===== src/isd_pkg.sv =====
// Shared constants, types and the dwell table for the ignition dwell scheduler.
package isd_pkg;

	localparam int CHANNELS = 4;
	localparam int PERIOD   = 30000000;

	localparam int FUNC_W  = 2;
	localparam int CYL_W   = 3;
	localparam int TIME_W  = 25;
	localparam int RPM_W   = 16;
	localparam int MV_W    = 16;
	localparam int DWELL_W = 13;
	localparam int APB_AW  = 3;
	localparam int APB_DW  = 32;

	// Register map: one word register at byte address 0
	localparam logic REG_DWELL_MAX = 1'b0;
	localparam logic [DWELL_W-1:0] DWELL_MAX_RST = 13'd5000;

	// Battery voltage thresholds in millivolts
	localparam logic [MV_W-1:0] MV_BAND_LOW  = 16'd11000;
	localparam logic [MV_W-1:0] MV_BAND_MID  = 16'd12500;
	localparam logic [MV_W-1:0] MV_BAND_HIGH = 16'd14000;

	// Engine speed thresholds in rpm
	localparam logic [RPM_W-1:0] RPM_FAST = 16'd8000;
	localparam logic [RPM_W-1:0] RPM_SLOW = 16'd1000;

	typedef enum logic [FUNC_W-1:0] {
		FUNC_SCHED = 2'd0,
		FUNC_STOP  = 2'd1,
		FUNC_TICK  = 2'd2
	} func_t;

	typedef enum logic [1:0] {
		BAND_LOW  = 2'd0,
		BAND_MID  = 2'd1,
		BAND_HIGH = 2'd2,
		BAND_TOP  = 2'd3
	} band_t;

	typedef enum logic [1:0] {
		SPD_NOM  = 2'd0,
		SPD_FAST = 2'd1,
		SPD_SLOW = 2'd2
	} speed_t;

	// Per-channel update word from the top level
	typedef struct packed {
		logic              sched;
		logic              stop;
		logic              tick;
		logic [TIME_W-1:0] time_nxt;
		logic [TIME_W-1:0] dstart;
		logic [TIME_W-1:0] spark;
	} chan_ctl_t;

	// Base dwell scaled by 85/100 (fast) or 115/100 (slow), truncated
	function automatic logic [DWELL_W-1:0] dwell_lookup(band_t band, speed_t spd);
		logic [DWELL_W-1:0] d;
		d = 13'd3000;
		case (spd)
			SPD_FAST: begin
				case (band)
					BAND_LOW:  d = 13'd3825;
					BAND_MID:  d = 13'd2975;
					BAND_HIGH: d = 13'd2550;
					default:   d = 13'd2380;
				endcase
			end
			SPD_SLOW: begin
				case (band)
					BAND_LOW:  d = 13'd5175;
					BAND_MID:  d = 13'd4025;
					BAND_HIGH: d = 13'd3450;
					default:   d = 13'd3220;
				endcase
			end
			default: begin
				case (band)
					BAND_LOW:  d = 13'd4500;
					BAND_MID:  d = 13'd3500;
					BAND_HIGH: d = 13'd3000;
					default:   d = 13'd2800;
				endcase
			end
		endcase
		return d;
	endfunction

endpackage


===== src/isd_apb_regs.sv =====
// APB configuration register holding the dwell clamp.
module isd_apb_regs (
	input  logic                        clk,
	input  logic                        arst_n,
	input  logic                        psel,
	input  logic                        penable,
	input  logic                        pwrite,
	input  logic [isd_pkg::APB_AW-1:0]  paddr,
	input  logic [isd_pkg::APB_DW-1:0]  pwdata,
	output logic [isd_pkg::APB_DW-1:0]  prdata,
	output logic                        pready,
	output logic [isd_pkg::DWELL_W-1:0] dwell_max
);
	import isd_pkg::*;

	logic [DWELL_W-1:0] dwell_max_q;
	logic               sel_dwell;

	assign sel_dwell = (paddr[2] == REG_DWELL_MAX);
	assign pready    = 1'b1;
	assign dwell_max = dwell_max_q;

	// Write the clamp in the access phase
	always_ff @(posedge clk or negedge arst_n) begin
		if (!arst_n) begin
			dwell_max_q <= DWELL_MAX_RST;
		end else if (psel && penable && pwrite && sel_dwell) begin
			dwell_max_q <= pwdata[DWELL_W-1:0];
		end
	end

	// Return the register, zero elsewhere
	always_comb begin
		prdata = '0;
		if (sel_dwell) begin
			prdata = {{(APB_DW-DWELL_W){1'b0}}, dwell_max_q};
		end
	end

endmodule


===== src/isd_dwell_calc.sv =====
// Dwell selection from battery voltage and engine speed, clamped to the maximum.
module isd_dwell_calc (
	input  logic [isd_pkg::MV_W-1:0]    battery_mv,
	input  logic [isd_pkg::RPM_W-1:0]   engine_rpm,
	input  logic [isd_pkg::DWELL_W-1:0] dwell_max,
	output logic [isd_pkg::DWELL_W-1:0] dwell
);
	import isd_pkg::*;

	band_t              band;
	speed_t             spd;
	logic [DWELL_W-1:0] raw;

	// Pick the voltage band
	always_comb begin
		if (battery_mv < MV_BAND_LOW) begin
			band = BAND_LOW;
		end else if (battery_mv < MV_BAND_MID) begin
			band = BAND_MID;
		end else if (battery_mv < MV_BAND_HIGH) begin
			band = BAND_HIGH;
		end else begin
			band = BAND_TOP;
		end
	end

	// Pick the speed correction
	always_comb begin
		if (engine_rpm > RPM_FAST) begin
			spd = SPD_FAST;
		end else if (engine_rpm < RPM_SLOW) begin
			spd = SPD_SLOW;
		end else begin
			spd = SPD_NOM;
		end
	end

	// Look up and clamp
	assign raw   = dwell_lookup(band, spd);
	assign dwell = (raw > dwell_max) ? dwell_max : raw;

endmodule


===== src/isd_channel.sv =====
// One coil channel: compare registers, forced-low flag and coil drive.
module isd_channel (
	input  logic               clk,
	input  logic               arst_n,
	input  isd_pkg::chan_ctl_t ctl,
	output logic               coil
);
	import isd_pkg::*;

	logic [TIME_W-1:0] dstart_q;
	logic [TIME_W-1:0] spark_q;
	logic              forced_q;
	logic              coil_q;

	assign coil = coil_q;

	// Load compares on schedule
	always_ff @(posedge clk or negedge arst_n) begin
		if (!arst_n) begin
			dstart_q <= '0;
			spark_q  <= '0;
		end else if (ctl.sched) begin
			dstart_q <= ctl.dstart;
			spark_q  <= ctl.spark;
		end
	end

	// Advance forced flag and coil level; spark low wins over dwell start
	always_ff @(posedge clk or negedge arst_n) begin
		if (!arst_n) begin
			forced_q <= 1'b1;
			coil_q   <= 1'b0;
		end else if (ctl.sched) begin
			forced_q <= 1'b0;
		end else if (ctl.stop) begin
			forced_q <= 1'b1;
			coil_q   <= 1'b0;
		end else if (ctl.tick) begin
			if (forced_q || ctl.time_nxt == spark_q) begin
				coil_q <= 1'b0;
			end else if (ctl.time_nxt == dstart_q) begin
				coil_q <= 1'b1;
			end else if (ctl.time_nxt == '0) begin
				coil_q <= 1'b0;
			end
		end
	end

endmodule


===== src/ignition_dwell_scheduler_top.sv =====
// Top level of the four-channel ignition dwell scheduler.
// A new word is taken every cycle that in_ready is high:
// the counter, compare and coil registers update at the edge that accepts the
// word, and the result register shows the outcome from the next cycle on. A
// result waiting for out_ready holds in_ready low only while it stays untaken.
// A tick word advances the 1 us counter (wrapping at 30000000) and updates
// the coils; a schedule word loads one channel's dwell-start and spark
// compares; a stop word forces one coil low. coil_levels and timer_count
// always show the state after the last accepted word. The dwell clamp sits
// at APB byte address 0 and resets to 5000 us.
module ignition_dwell_scheduler_top (
	input  logic                        clk,
	input  logic                        arst_n,
	input  logic                        psel,
	input  logic                        penable,
	input  logic                        pwrite,
	input  logic [isd_pkg::APB_AW-1:0]  paddr,
	input  logic [isd_pkg::APB_DW-1:0]  pwdata,
	output logic [isd_pkg::APB_DW-1:0]  prdata,
	output logic                        pready,
	input  logic                        in_valid,
	output logic                        in_ready,
	input  logic [isd_pkg::FUNC_W-1:0]  func,
	input  logic [isd_pkg::CYL_W-1:0]   cylinder,
	input  logic [isd_pkg::TIME_W-1:0]  target_time,
	input  logic [isd_pkg::RPM_W-1:0]   engine_rpm,
	input  logic [isd_pkg::MV_W-1:0]    battery_mv,
	input  logic [isd_pkg::TIME_W-1:0]  reference_count,
	output logic                        out_valid,
	input  logic                        out_ready,
	output logic                        accepted,
	output logic [isd_pkg::CHANNELS-1:0] coil_levels,
	output logic [isd_pkg::DWELL_W-1:0] dwell_applied,
	output logic [isd_pkg::TIME_W-1:0]  timer_count
);
	import isd_pkg::*;

	logic               take;
	logic               cyl_ok;
	logic               sched_ok;
	logic               stop_ok;
	logic               tick;
	logic [DWELL_W-1:0] dwell_max;
	logic [DWELL_W-1:0] dwell;
	logic [TIME_W-1:0]  dstart;
	logic [TIME_W:0]    time_sum;
	logic [TIME_W-1:0]  time_nxt;
	logic [TIME_W-1:0]  counter_q;
	logic               out_valid_q;
	logic               accepted_q;
	logic [DWELL_W-1:0] dwell_applied_q;

	isd_apb_regs u_regs (
		.clk       (clk),
		.arst_n    (arst_n),
		.psel      (psel),
		.penable   (penable),
		.pwrite    (pwrite),
		.paddr     (paddr),
		.pwdata    (pwdata),
		.prdata    (prdata),
		.pready    (pready),
		.dwell_max (dwell_max)
	);

	isd_dwell_calc u_calc (
		.battery_mv (battery_mv),
		.engine_rpm (engine_rpm),
		.dwell_max  (dwell_max),
		.dwell      (dwell)
	);

	// Decode the incoming word
	assign in_ready = !out_valid_q || out_ready;
	assign take     = in_valid && in_ready;
	assign cyl_ok   = (cylinder != '0) && (cylinder <= CYL_W'(CHANNELS));
	assign sched_ok = take && (func == FUNC_SCHED) && cyl_ok &&
	                  (engine_rpm != '0) && (target_time > reference_count);
	assign stop_ok  = take && (func == FUNC_STOP) && cyl_ok;
	assign tick     = take && (func == FUNC_TICK);

	// Dwell start is target minus dwell, floored at zero
	assign dstart = (target_time > TIME_W'(dwell)) ? (target_time - TIME_W'(dwell)) : '0;

	// Next counter value with wrap
	assign time_sum = {1'b0, counter_q} + (TIME_W+1)'(1);
	assign time_nxt = (time_sum >= (TIME_W+1)'(PERIOD)) ? '0 : time_sum[TIME_W-1:0];

	always_ff @(posedge clk or negedge arst_n) begin
		if (!arst_n) begin
			counter_q <= '0;
		end else if (tick) begin
			counter_q <= time_nxt;
		end
	end

	// Coil channels
	for (genvar i = 0; i < CHANNELS; i++) begin : g_chan
		chan_ctl_t ctl;

		assign ctl.sched    = sched_ok && (cylinder == CYL_W'(i + 1));
		assign ctl.stop     = stop_ok && (cylinder == CYL_W'(i + 1));
		assign ctl.tick     = tick;
		assign ctl.time_nxt = time_nxt;
		assign ctl.dstart   = dstart;
		assign ctl.spark    = target_time;

		isd_channel u_chan (
			.clk    (clk),
			.arst_n (arst_n),
			.ctl    (ctl),
			.coil   (coil_levels[i])
		);
	end

	// Result register
	always_ff @(posedge clk or negedge arst_n) begin
		if (!arst_n) begin
			out_valid_q <= 1'b0;
		end else if (take) begin
			out_valid_q <= 1'b1;
		end else if (out_ready) begin
			out_valid_q <= 1'b0;
		end
	end

	always_ff @(posedge clk) begin
		if (take) begin
			accepted_q      <= sched_ok || stop_ok || tick;
			dwell_applied_q <= sched_ok ? dwell : '0;
		end
	end

	assign out_valid     = out_valid_q;
	assign accepted      = accepted_q;
	assign dwell_applied = dwell_applied_q;
	assign timer_count   = counter_q;

	// Counter only moves on a tick word
	a_counter_hold: assert property (@(posedge clk) disable iff (!arst_n)
		!tick |=> $stable(counter_q))
		else $error("counter moved without a tick word");

	// Counter stays below the period
	a_counter_range: assert property (@(posedge clk) disable iff (!arst_n)
		counter_q < TIME_W'(PERIOD))
		else $error("counter out of range");

	// Stopped cylinder one reads low after the stop
	a_stop_low: assert property (@(posedge clk) disable iff (!arst_n)
		stop_ok && cylinder == CYL_W'(1) |=> !coil_levels[0])
		else $error("coil not low after stop");

	// A rejected word carries no dwell
	a_reject_dwell: assert property (@(posedge clk) disable iff (!arst_n)
		out_valid_q && !accepted_q |-> dwell_applied_q == '0)
		else $error("dwell reported on rejected word");

endmodule


===== config.mk =====
export PLATFORM = sky130hd
export DESIGN_NAME = ignition_dwell_scheduler_top
export DESIGN_NICKNAME = d
export VERILOG_FILES = /design/src/isd_pkg.sv /design/src/isd_apb_regs.sv /design/src/isd_dwell_calc.sv /design/src/isd_channel.sv /design/src/ignition_dwell_scheduler_top.sv
export SDC_FILE = /design/constraint.sdc
export NUM_CORES = 1
export LEC_CHECK = 0
export ABC_AREA = 0
export BUFFER_PORTS_ARGS = -buffer_cell sky130_fd_sc_hd__buf_2
export CAP_MARGIN = 20
export CORE_MARGIN = 2
export CORE_UTILIZATION = 50
export CTS_BUF_LIST = sky130_fd_sc_hd__clkbuf_4
export CTS_CLUSTER_DIAMETER = 200
export CTS_CLUSTER_SIZE = 16
export DETAILED_ROUTE_END_ITERATION = 7
export PLACE_DENSITY = 0.81
export SLEW_MARGIN = 20
export SYNTH_ARGS = -nofsm -noshare
export SYNTH_HDL_FRONTEND = slang
export SYNTH_SLANG_ARGS = --single-unit

===== constraint.sdc =====
create_clock -name clk -period 15.1 [get_ports clk]
set_input_delay 2.265 -clock clk [delete_from_list [all_inputs] [get_ports clk]]
set_output_delay 2.265 -clock clk [all_outputs]
set_load 0.02 [all_outputs]

Word-level counts from Yosys, hierarchy flattened
Cells that the tools add are included.
{"block": "word_totals", "reg_bits": 261, "input_bits": 129}
{"block": "classes", "n_reduce_logical": 50, "magnitude_cmp": 10, "mux": 40, "n_eq_ne": 18, "bitwise": 5, "n_addsub": 2}
{"op": "25-bit equality test", "count": 8}
{"op": "13-bit case mux with 3 select lines", "count": 2}
{"op": "25-bit two-way mux", "count": 2}
{"op": "16-bit by 14-bit < comparator with 1-bit output, second input constant", "count": 3}
{"op": "11-bit case mux with 3 select lines", "count": 1}
{"op": "1-bit two-way mux", "count": 28}
{"op": "25-bit by 1-bit adder with 26-bit output, second input constant", "count": 1}
{"op": "26-bit by 25-bit >= comparator with 1-bit output, second input constant", "count": 1}
{"op": "13-bit two-way mux", "count": 2}
{"op": "13-bit case mux with 2 select lines", "count": 1}
{"op": "25-bit by 13-bit > comparator with 1-bit output", "count": 1}
{"op": "25-bit > comparator", "count": 1}
{"op": "25-bit logical NOT", "count": 1}
{"op": "25-bit by 13-bit subtractor with 25-bit output", "count": 1}
{"op": "1-bit logical AND", "count": 20}
{"op": "2-bit nonzero test", "count": 9}
{"op": "16-bit by 13-bit > comparator with 1-bit output, second input constant", "count": 1}
{"op": "16-bit by 10-bit < comparator with 1-bit output, second input constant", "count": 1}
{"op": "16-bit nonzero test", "count": 1}
{"op": "4-bit nonzero test", "count": 4}
{"op": "13-bit > comparator", "count": 1}
{"op": "3-bit AND reduction", "count": 4}
{"op": "2-bit two-way mux", "count": 4}
{"op": "1-bit logical OR", "count": 7}
{"op": "10 further kinds", "count": 20}

Logic depth before layout (Yosys ltp)
Gate-level depths: netlist (run 1).
{"block": "logic_depth", "depth_word": 11, "depth_mapped": 37, "depth_no_buf": 36}

Hierarchy
Synthesis (run 1) repeated with hierarchy kept, for this count alone.
{"block": "unflattened", "hier_cells": 1542, "area_unflattened_um2": 16499.6}
{"mod": "isd_channel", "cells_per_inst": 192, "area_per_inst_um2": 2571.2, "seq_area_each_um2": 1302.5, "n_inst": 4}
{"mod": "ignition_dwell_scheduler_top", "cells_per_inst": 582, "area_per_inst_um2": 4466.8, "seq_area_each_um2": 1071.0, "n_inst": 1}
{"mod": "isd_dwell_calc", "cells_per_inst": 128, "area_per_inst_um2": 950.9, "seq_area_each_um2": 0.0, "n_inst": 1}
{"mod": "isd_apb_regs", "cells_per_inst": 64, "area_per_inst_um2": 797.0, "seq_area_each_um2": 331.6, "n_inst": 1}

Worst setup path before layout (run 1)
No wires, ideal clock.
{"block": "synth_path", "path_type": "input to register", "startpoint": "input battery_mv[11] in the netlist's numbering", "endpoint": "register g_chan[0].u_chan.dstart_q[6]", "required_time_ns": 14.969, "path_stages": 36, "arrival_time_ns": 9.028, "n_path_buf": 3, "path_slack_ns": 5.941, "path_cell_list": "nor4_1 > o21ai_0 > o21ai_0 > a21oi_1 > o21ai_0 > inv_1 > ha_1 > a21o_1 > ha_1 > nor2b_1 > o21a_1 > o21a_1 > o21a_1 > o21a_1 > o21a_1 > o21a_1 > o21a_1 > o21ai_0 > a211oi_1 > clkbuf_1 > mux2i_1 > ha_1 > nor2b_1 > o21ai_0 > a21boi_0 > o21ai_0 > a21boi_0 > o21ai_0 > a31oi_1 > o21a_1 > or3_1 > a21o_1 > clkbuf_1 > clkbuf_1 > nand2_1 > o21ai_0"}
{"block": "synth_between", "elab_chain_len": 11}
{"element": "from (decl)", "line": "ignition_dwell_scheduler_top.sv:27", "source": "input logic [isd_pkg::MV_W-1:0] battery_mv,"}
{"element": "16-bit by 14-bit < comparator with 1-bit output", "line": "isd_dwell_calc.sv:20", "source": "end else if (battery_mv < MV_BAND_HIGH) begin"}
{"element": "1-bit two-way mux", "line": "isd_dwell_calc.sv:20"}
{"element": "2-bit two-way mux", "line": "isd_dwell_calc.sv:18", "source": "end else if (battery_mv < MV_BAND_MID) begin"}
{"element": "2-bit two-way mux (*)", "line": "isd_dwell_calc.sv:16", "source": "if (battery_mv < MV_BAND_LOW) begin"}
{"element": "2-bit equality test (tied with other cells)", "line": "isd_pkg.sv:64, isd_pkg.sv:72, isd_pkg.sv:80"}
{"element": "13-bit case mux with 3 select lines (tied with other cells)", "line": "isd_pkg.sv:72", "source": "case (band)"}
{"element": "13-bit case mux with 2 select lines (*)", "line": "isd_pkg.sv:62", "source": "case (spd)"}
{"element": "13-bit > comparator", "line": "isd_dwell_calc.sv:40", "source": "assign dwell = (raw > dwell_max) ? dwell_max : raw;"}
{"element": "13-bit two-way mux (*)", "line": "isd_dwell_calc.sv:40"}
{"element": "25-bit by 13-bit subtractor with 25-bit output or 25-bit by 13-bit > comparator with 1-bit output (tied branches)", "line": "ignition_dwell_scheduler_top.sv:83", "source": "assign dstart = (target_time > TIME_W'(dwell)) ? (target_time - TIME_W'(dwell)) : '0;"}
{"element": "25-bit two-way mux (*)", "line": "ignition_dwell_scheduler_top.sv:83"}
{"element": "to (signal assigned)", "line": "isd_channel.sv:23", "source": "dstart_q <= ctl.dstart;"}
{"element": "to (decl)", "line": "isd_channel.sv:10", "source": "logic [TIME_W-1:0] dstart_q;"}
Mark *: on every way between the ends. The rest lies on a longest branch, timed or not.
A chain may end at the register's enable or synchronous reset.

Worst setup path after layout (run 1)
{"block": "layout_path", "startpoint": "input battery_mv[11] in the netlist's numbering", "endpoint": "register g_chan[2].u_chan.dstart_q[20]"}
{"block": "layout_between", "elab_chain_len": 11}
{"element": "16-bit by 14-bit < comparator with 1-bit output", "line": "isd_dwell_calc.sv:20"}
{"element": "1-bit two-way mux", "line": "isd_dwell_calc.sv:20"}
{"element": "2-bit two-way mux", "line": "isd_dwell_calc.sv:18"}
{"element": "2-bit two-way mux (*)", "line": "isd_dwell_calc.sv:16"}
{"element": "2-bit equality test (tied with other cells)", "line": "isd_pkg.sv:64, isd_pkg.sv:72, isd_pkg.sv:80"}
{"element": "13-bit case mux with 3 select lines (tied with other cells)", "line": "isd_pkg.sv:72"}
{"element": "13-bit case mux with 2 select lines (*)", "line": "isd_pkg.sv:62"}
{"element": "13-bit > comparator", "line": "isd_dwell_calc.sv:40"}
{"element": "13-bit two-way mux (*)", "line": "isd_dwell_calc.sv:40"}
{"element": "via dwell[0]", "line": "ignition_dwell_scheduler_top.sv:44", "source": "logic [DWELL_W-1:0] dwell;"}
{"element": "25-bit by 13-bit subtractor with 25-bit output or 25-bit by 13-bit > comparator with 1-bit output (tied branches)", "line": "ignition_dwell_scheduler_top.sv:83"}
{"element": "25-bit two-way mux (*)", "line": "ignition_dwell_scheduler_top.sv:83"}
{"element": "to (signal assigned)", "line": "isd_channel.sv:23"}
{"element": "to (decl)", "line": "isd_channel.sv:10"}
Mark *: on every way through the listed nets, which the timed path passes. The rest lies on a longest branch.

==> results of run 1 <==
[critical path: cells and delay by family]
family | cells | cell delay (ns)
mux | 1 | 0.30
simple gates | 5 | 1.30
fa+ha+maj | 4 | 1.22
compound gates | 22 | 4.77
xor+xnor | 1 | 0.45
buf+inv | 3 | 0.37
[cell type report]
| type | instances | area (um^2) | share of cell area (%) |
|---|---|---|---|
| Sequential cell | 261 | 6610 | 36.3 |
| Clock buffer | 29 | 218 | 1.20 |
| Antenna cell | 3 | 7.51 | 0.0412 |
| Multi-Input combinational cell | 1423 | 9480 | 52.1 |
| Inverter | 56 | 210 | 1.15 |
| Clock inverter | 1 | 16.3 | 0.0893 |
| Timing Repair Buffer | 198 | 1110 | 6.09 |
| Tap cell | 448 | 561 | 3.08 |
[through the flow]
stage / hold WS [ns] / worst slack [ns]
4_1_cts: 0.522 / 5.13
3_5_place_dp: 0.496 / 4.39
6_report: 0.521 / 5.00
3_3_place_gp: 0.485 / 4.43
5_1_grt: 0.554 / 4.58
2_1_floorplan: 0.465 / 5.94
[per-layer routing]
metal / global-route usage [%] / up-vias
met5: 0 / -
met4: 20.4 / 2
met3: 9.01 / 254
met2: 51.6 / 1106
met1: 43.8 / 7651
li1: - / 6989
[sequential cells by signal, indices dropped and copies added (netlist names)]
name and flops:
accepted 1, g_chan.u_chan.forced_q 4, timer_count 25, u_regs.dwell_max 13, g_chan.u_chan.spark_q 100, g_chan.u_chan.coil 4
dwell_applied 13, g_chan.u_chan.dstart_q 100, out_valid 1
[cells in the final DEF (no fill, tap or decap), types with 12 or more instances in the layout]
master    instances
nand2_1         226
o31ai_1          19
a221oi_1         12
nor2_1          129
or3_1            16
conb_1           20
buf_2           162
nor3_1           48
ha_1             58
xnor2_1          54
a22oi_1          15
o32ai_1          24
a21oi_1          71
edfxtp_1         14
nand3_1          38
nand4_1          39
clkbuf_4         29
mux2i_1          16
inv_1            55
nor4_1           26
buf_4            34
o21ai_0         164
nor4b_1          19
o22ai_1          29
a31oi_1          28
nand2b_1         12
dfrtp_1         238
xor2_1           43
o21a_1           13
mux2_2          117
[power breakdown]
group | switching, W | leakage [nW] | internal, W | total, W
registers | 0.0000858 | 3.50 | 0.000764 | 0.000850
logic | 0.000601 | 4.62 | 0.000310 | 0.000911
clock network | 0.000238 | 0.140 | 0.0000886 | 0.000327
[final timing paths]
path                                                        from                                         to  slack [ns]  depth (start not counted)
max                                               battery_mv[11]  g_chan[2].u_chan.dstart_q[20]$_DFFE_PN0P_        5.00                         36
max in group asynchronous                                 arst_n   g_chan[0].u_chan.dstart_q[2]$_DFFE_PN0P_       12.03                          3
max reg2reg                      u_regs.dwell_max[1]$_DFFE_PN0P_  g_chan[2].u_chan.dstart_q[20]$_DFFE_PN0P_        8.17                         28
min reg2reg                g_chan[0].u_chan.forced_q$_DFFE_PN1P_      g_chan[0].u_chan.forced_q$_DFFE_PN1P_        0.52                          2
min in group asynchronous                                 arst_n                timer_count[15]$_DFFE_PN0P_        1.37                          1
min                        g_chan[0].u_chan.forced_q$_DFFE_PN1P_      g_chan[0].u_chan.forced_q$_DFFE_PN1P_        0.52                          2
[kinds of logic after synthesis]
group | count (synthesis) | share of synthesized area [%]
simple gates | 634 | 18.7
compound gates | 473 | 18.3
flops | 261 | 39.5
buf+inv | 183 | 4.86
mux | 133 | 8.82
xor+xnor | 104 | 5.43
fa+ha+maj | 59 | 4.45
other cells | 2 | 0.0448
==> flow_metrics.tcl, run 1 <==
set metrics [dict create \
    hold_class "reg -> reg" \
    drcViolationCount 0 \
    grt_max_degree 135 \
    place_area_mm2 0.0179 \
    path_clk_slew_ns 0.19 \
    max_cap_viol_count 0 \
    fin_crit_ns 10.10 \
    dp_hpwl_um 43900 \
    top_level_ports 207 \
    highest_layer "met5" \
    synth_area_leaders "dfrtp_1 36%, mux2_2 7.9%, nand2_1 5.1%" \
    wl_met1_um 23000 \
    status "complete, no violations" \
    synth_area_mm2 0.0168 \
    antenna_found_initial 3 \
    powerDensity_mw_per_mm2 115 \
    synth_top_area_share_pct 35.5 \
    grt_pass1_vias 15300 \
    synth_top_area_cell "dfrtp_1" \
    period_share_pct 66.9 \
    cts-root-buf "clkbuf_4" \
    cp-end-kind "flip-flop" \
    synth_warnings 0 \
    final_area_mm2 0.0182 \
    synth_common_cells "238 x dfrtp_1, 226 x nand2_1, 164 x o21ai_0" \
    vias 16000 \
    n_fill_cell 3055 \
    die_h_um 187 \
    stdcell_count 2419 \
    cts_tree "yes" \
    cts_buffers 20 \
    clockBufferDepth 3 \
    grt_use_total_pct 34.0 \
    totalWireLength_um 61000 \
    power_w 0.00209 \
    grt_overflow 0 \
    synthArstFlopShare_pct 94.6 \
    wire_per_inst_um 25.2 \
    clock_latency_ns 0.75 \
    crit_path_top_delay_cell "o21ai_0" \
    synthDistinctLibCells 84 \
    clock-sinks 261 \
    initial_core_util_pct 50.4 \
    peakVddDrop_uv 82.0 \
    post_cts_buffers 0 \
    htreeDepth 1 \
    fin_skew_ns 0.0779 \
    drive_above_1_share_pct 19.6 \
    synth_seq_cells 261 \
    netlist_instances 1849 \
    rsz0062_at_grt "no" \
    finalHoldViolCount 0 \
    cp.required_ns 15.67 \
    fin_nets 2148 \
    drt-pass1-iter-count 8 \
    total_leakage_power_nw 8.27 \
    timing.fmax_mhz 99.0 \
    die_area_mm2 0.0350 \
    worst_pin_slew_ns 1.16 \
    maxSlewHeadroom_pct 22.3 \
    fin_setup_tns_ns 0 \
    drt_iter0_markers 1659 \
    wl_met2_um 26400 \
    slew_viol_final 0 \
    cp_slowest_stage_delay_ns 0.60 \
    port-buffer-count 163 \
    ctsResizeCount 0 \
    setup_viol 0 \
    cp_common_cell "o21a_1" \
    vias_per_cell 6.62 \
    postCtsHoldBufs 0 \
    grt_pass1_wl_um 91500 \
    wl_met3_um 7450 \
    crit_type "in -> reg" \
    synth_edf_count 14 \
    ys.flop_type "dfrtp_1" \
    crit_arrival_ns 10.67 \
    cp-start-kind "primary input" \
    syn_area_per_cell_um2 9.06 \
    critPathMaxFanout 6 \
    die-width_um 187 \
    antenna_left 0 \
    dp_cells 2385 \
    ys_seq_area_share_pct 39.5 \
    final_core_util_pct 54.7 \
    globalplace.congestion 1.01 \
    area_growth_pct 8.68 \
    synth.most_common_cell "dfrtp_1" \
    fp.coreArea_mm2 0.0333 \
    rows 67 \
]
No activity file was read; power rests on OpenSTA's default activity.
==> run 2: changes to the inputs <==
==> constraint.sdc (replaced) <==
create_clock -name clk -period 10.42 [get_ports clk]
set_input_delay 1.563 -clock clk [delete_from_list [all_inputs] [get_ports clk]]
set_output_delay 1.563 -clock clk [all_outputs]
set_load 0.02 [all_outputs]
==> run 2 against run 1 <==
Net effect:
- critical path depth unchanged
- first-iteration DRC count rose by 28%
- cell count increased by 0.37%
- sequential share of layout area fell by 0.22 points
- count of clock-buffer cells in the layout is 6 higher
- cell area rose by 0.62%
- sequential cell count is the same
- hold slack got worse by 0.0037 ns
- clock skew decreased by 0.041 ns
- combinational power up 46%
- die area unchanged
- largest cell class unchanged
==> flow_metrics.tcl, run 2 (synthesis gave the netlist of run 1 again) <==
set metrics [dict create \
    finalHoldViolCount 0 \
    final_core_util_pct 55.1 \
    top_level_ports 207 \
    totalWireLength_um 60600 \
    die_area_mm2 0.0350 \
    die-width_um 187 \
    crit_path_top_delay_cell "nand3b_1" \
    p_comb_share_pct 43.3 \
    max_cap_viol_count 0 \
    globalplace.congestion 0.989 \
    cp.required_ns 11.02 \
    drt-pass1-iter-count 6 \
    clock-sinks 261 \
    htreeDepth 1 \
    area_growth_pct 9.35 \
    intPower_w 0.00171 \
    post_cts_buffers 0 \
    fin_crit_ns 8.82 \
    grt_max_degree 166 \
    postCtsHoldBufs 0 \
    cts_tree "yes" \
    wire_per_inst_um 24.9 \
    fin_setup_tns_ns 0 \
    p_clk_share_pct 16.6 \
    hold_class "reg -> reg" \
    seq_power_share_pct 40.1 \
    maxSlewHeadroom_pct 25.3 \
    period_share_pct 84.6 \
    grt_overflow 0 \
    vias 15900 \
    status "complete, no violations" \
    cp-end-kind "flip-flop" \
    vias_per_cell 6.56 \
    rsz0062_at_grt "no" \
    drt_iter0_markers 2116 \
    dp_hpwl_um 43400 \
    setup_viol 0 \
    critPathMaxFanout 22 \
    rows 67 \
    fin_nets 2152 \
    antenna_found_initial 4 \
    drive_above_1_share_pct 20.2 \
    grt_pass1_wl_um 90900 \
    cp_slowest_stage_delay_ns 0.49 \
    final_common_cell "dfrtp_1" \
    total_leakage_power_nw 8.34 \
    clockBufferDepth 3 \
    die_h_um 187 \
    drcViolationCount 0 \
    powerDensity_mw_per_mm2 168 \
    path_clk_slew_ns 0.19 \
    fin_skew_ns 0.0372 \
    initial_core_util_pct 50.4 \
    fp.coreArea_mm2 0.0333 \
    clock_latency_ns 0.75 \
    worst_pin_slew_ns 1.11 \
    crit_type "in -> reg" \
    multi_input_area_mm2 0.00949 \
    regArea_mm2 0.00661 \
    port-buffer-count 163 \
    ctsResizeCount 0 \
    timing.fmax_mhz 113 \
    n_fill_cell 3001 \
    peakVddDrop_uv 112 \
    switchingPower_w 0.00136 \
    cts_buffers 20 \
    grt_use_total_pct 33.8 \
    slew_viol_final 0 \
    p_sw_share_pct 44.2 \
    crit_arrival_ns 9.42 \
    antenna_left 0 \
    cts-root-buf "clkbuf_4" \
    layout_common_cells "238 x dfrtp_1, 226 x nand2_1, 164 x o21ai_0" \
    grt_pass1_vias 15300 \
    cp-start-kind "primary input" \
]
run 2: area by class of cell:
| cell class | count | share of cell area (%) |
|---|---|---|
| flip-flops and latches | 261 | 36.1 |
| well taps | 448 | 3.06 |
| diodes | 2 | 0.0273 |
| multi-input cells | 1423 | 51.8 |
| clock buffers | 35 | 1.43 |
| repair buffers | 202 | 6.39 |
| clock inverters | 1 | 0.0887 |
| inverters | 56 | 1.15 |
run 2: final timing paths:
kind / end / from / cells past startpoint / slack, ns
hold / removal: g_chan[0].u_chan.forced_q$_DFFE_PN1P_ / g_chan[0].u_chan.forced_q$_DFFE_PN1P_ / 2 / 0.52
hold reg to reg: g_chan[0].u_chan.forced_q$_DFFE_PN1P_ / g_chan[0].u_chan.forced_q$_DFFE_PN1P_ / 2 / 0.52
setup reg to reg: g_chan[0].u_chan.dstart_q[3]$_DFFE_PN0P_ / u_regs.dwell_max[1]$_DFFE_PN0P_ / 27 / 3.65
max in group asynchronous: g_chan[0].u_chan.spark_q[6]$_DFFE_PN0P_ / arst_n / 2 / 8.26
setup / recovery: g_chan[0].u_chan.dstart_q[3]$_DFFE_PN0P_ / battery_mv[11] / 36 / 1.60
min in group asynchronous: timer_count[15]$_DFFE_PN0P_ / arst_n / 1 / 0.79
run 2: layer usage:
metal / up-vias / share of wire, % / track usage [%]
met2: 1051 / 44 / 51.9
met4: 6 / 6.4 / 19.4
met1: 7622 / 37 / 43.1
li1: 7003 / - / -
met3: 247 / 12 / 9.14
met5: - / 0.053 / 0
run 2: power groups by stage:
stage | registers (W) | logic (W) | clock network, W
2_1_floorplan | 0.00122 | 0.000796 | 0
3_3_place_gp | 0.00124 | 0.00124 | 0
3_5_place_dp | 0.00125 | 0.00127 | 0
4_1_cts | 0.00123 | 0.00127 | 0.000510
5_1_grt | 0.00124 | 0.00140 | 0.000539
6_report | 0.00123 | 0.00133 | 0.000511
run 2: through the flow:
step	total power (W)	instances	setup WS [ns]	cell area (um^2)	hold WS, ns
final	0.00307	2428	1.60	18300	0.518
after global routing	0.00318	2427	1.07	18300	0.538
after CTS	0.00301	2425	1.74	18300	0.516
after detailed placement	0.00251	2389	1.02	18000	0.492
after global placement	0.00248	2388	1.14	18000	0.485
after floorplan	0.00201	1867	1.96	16800	0.465
run 2: worst max-delay path: cells and delay by family:
kind / cells / cell delay [ns]
muxes: 1 / 0.36
adders and majority gates: 3 / 0.96
AOI/OAI and AO/OA: 23 / 4.51
and+or+nand+nor: 5 / 1.40
buffers and inverters: 4 / 0.58
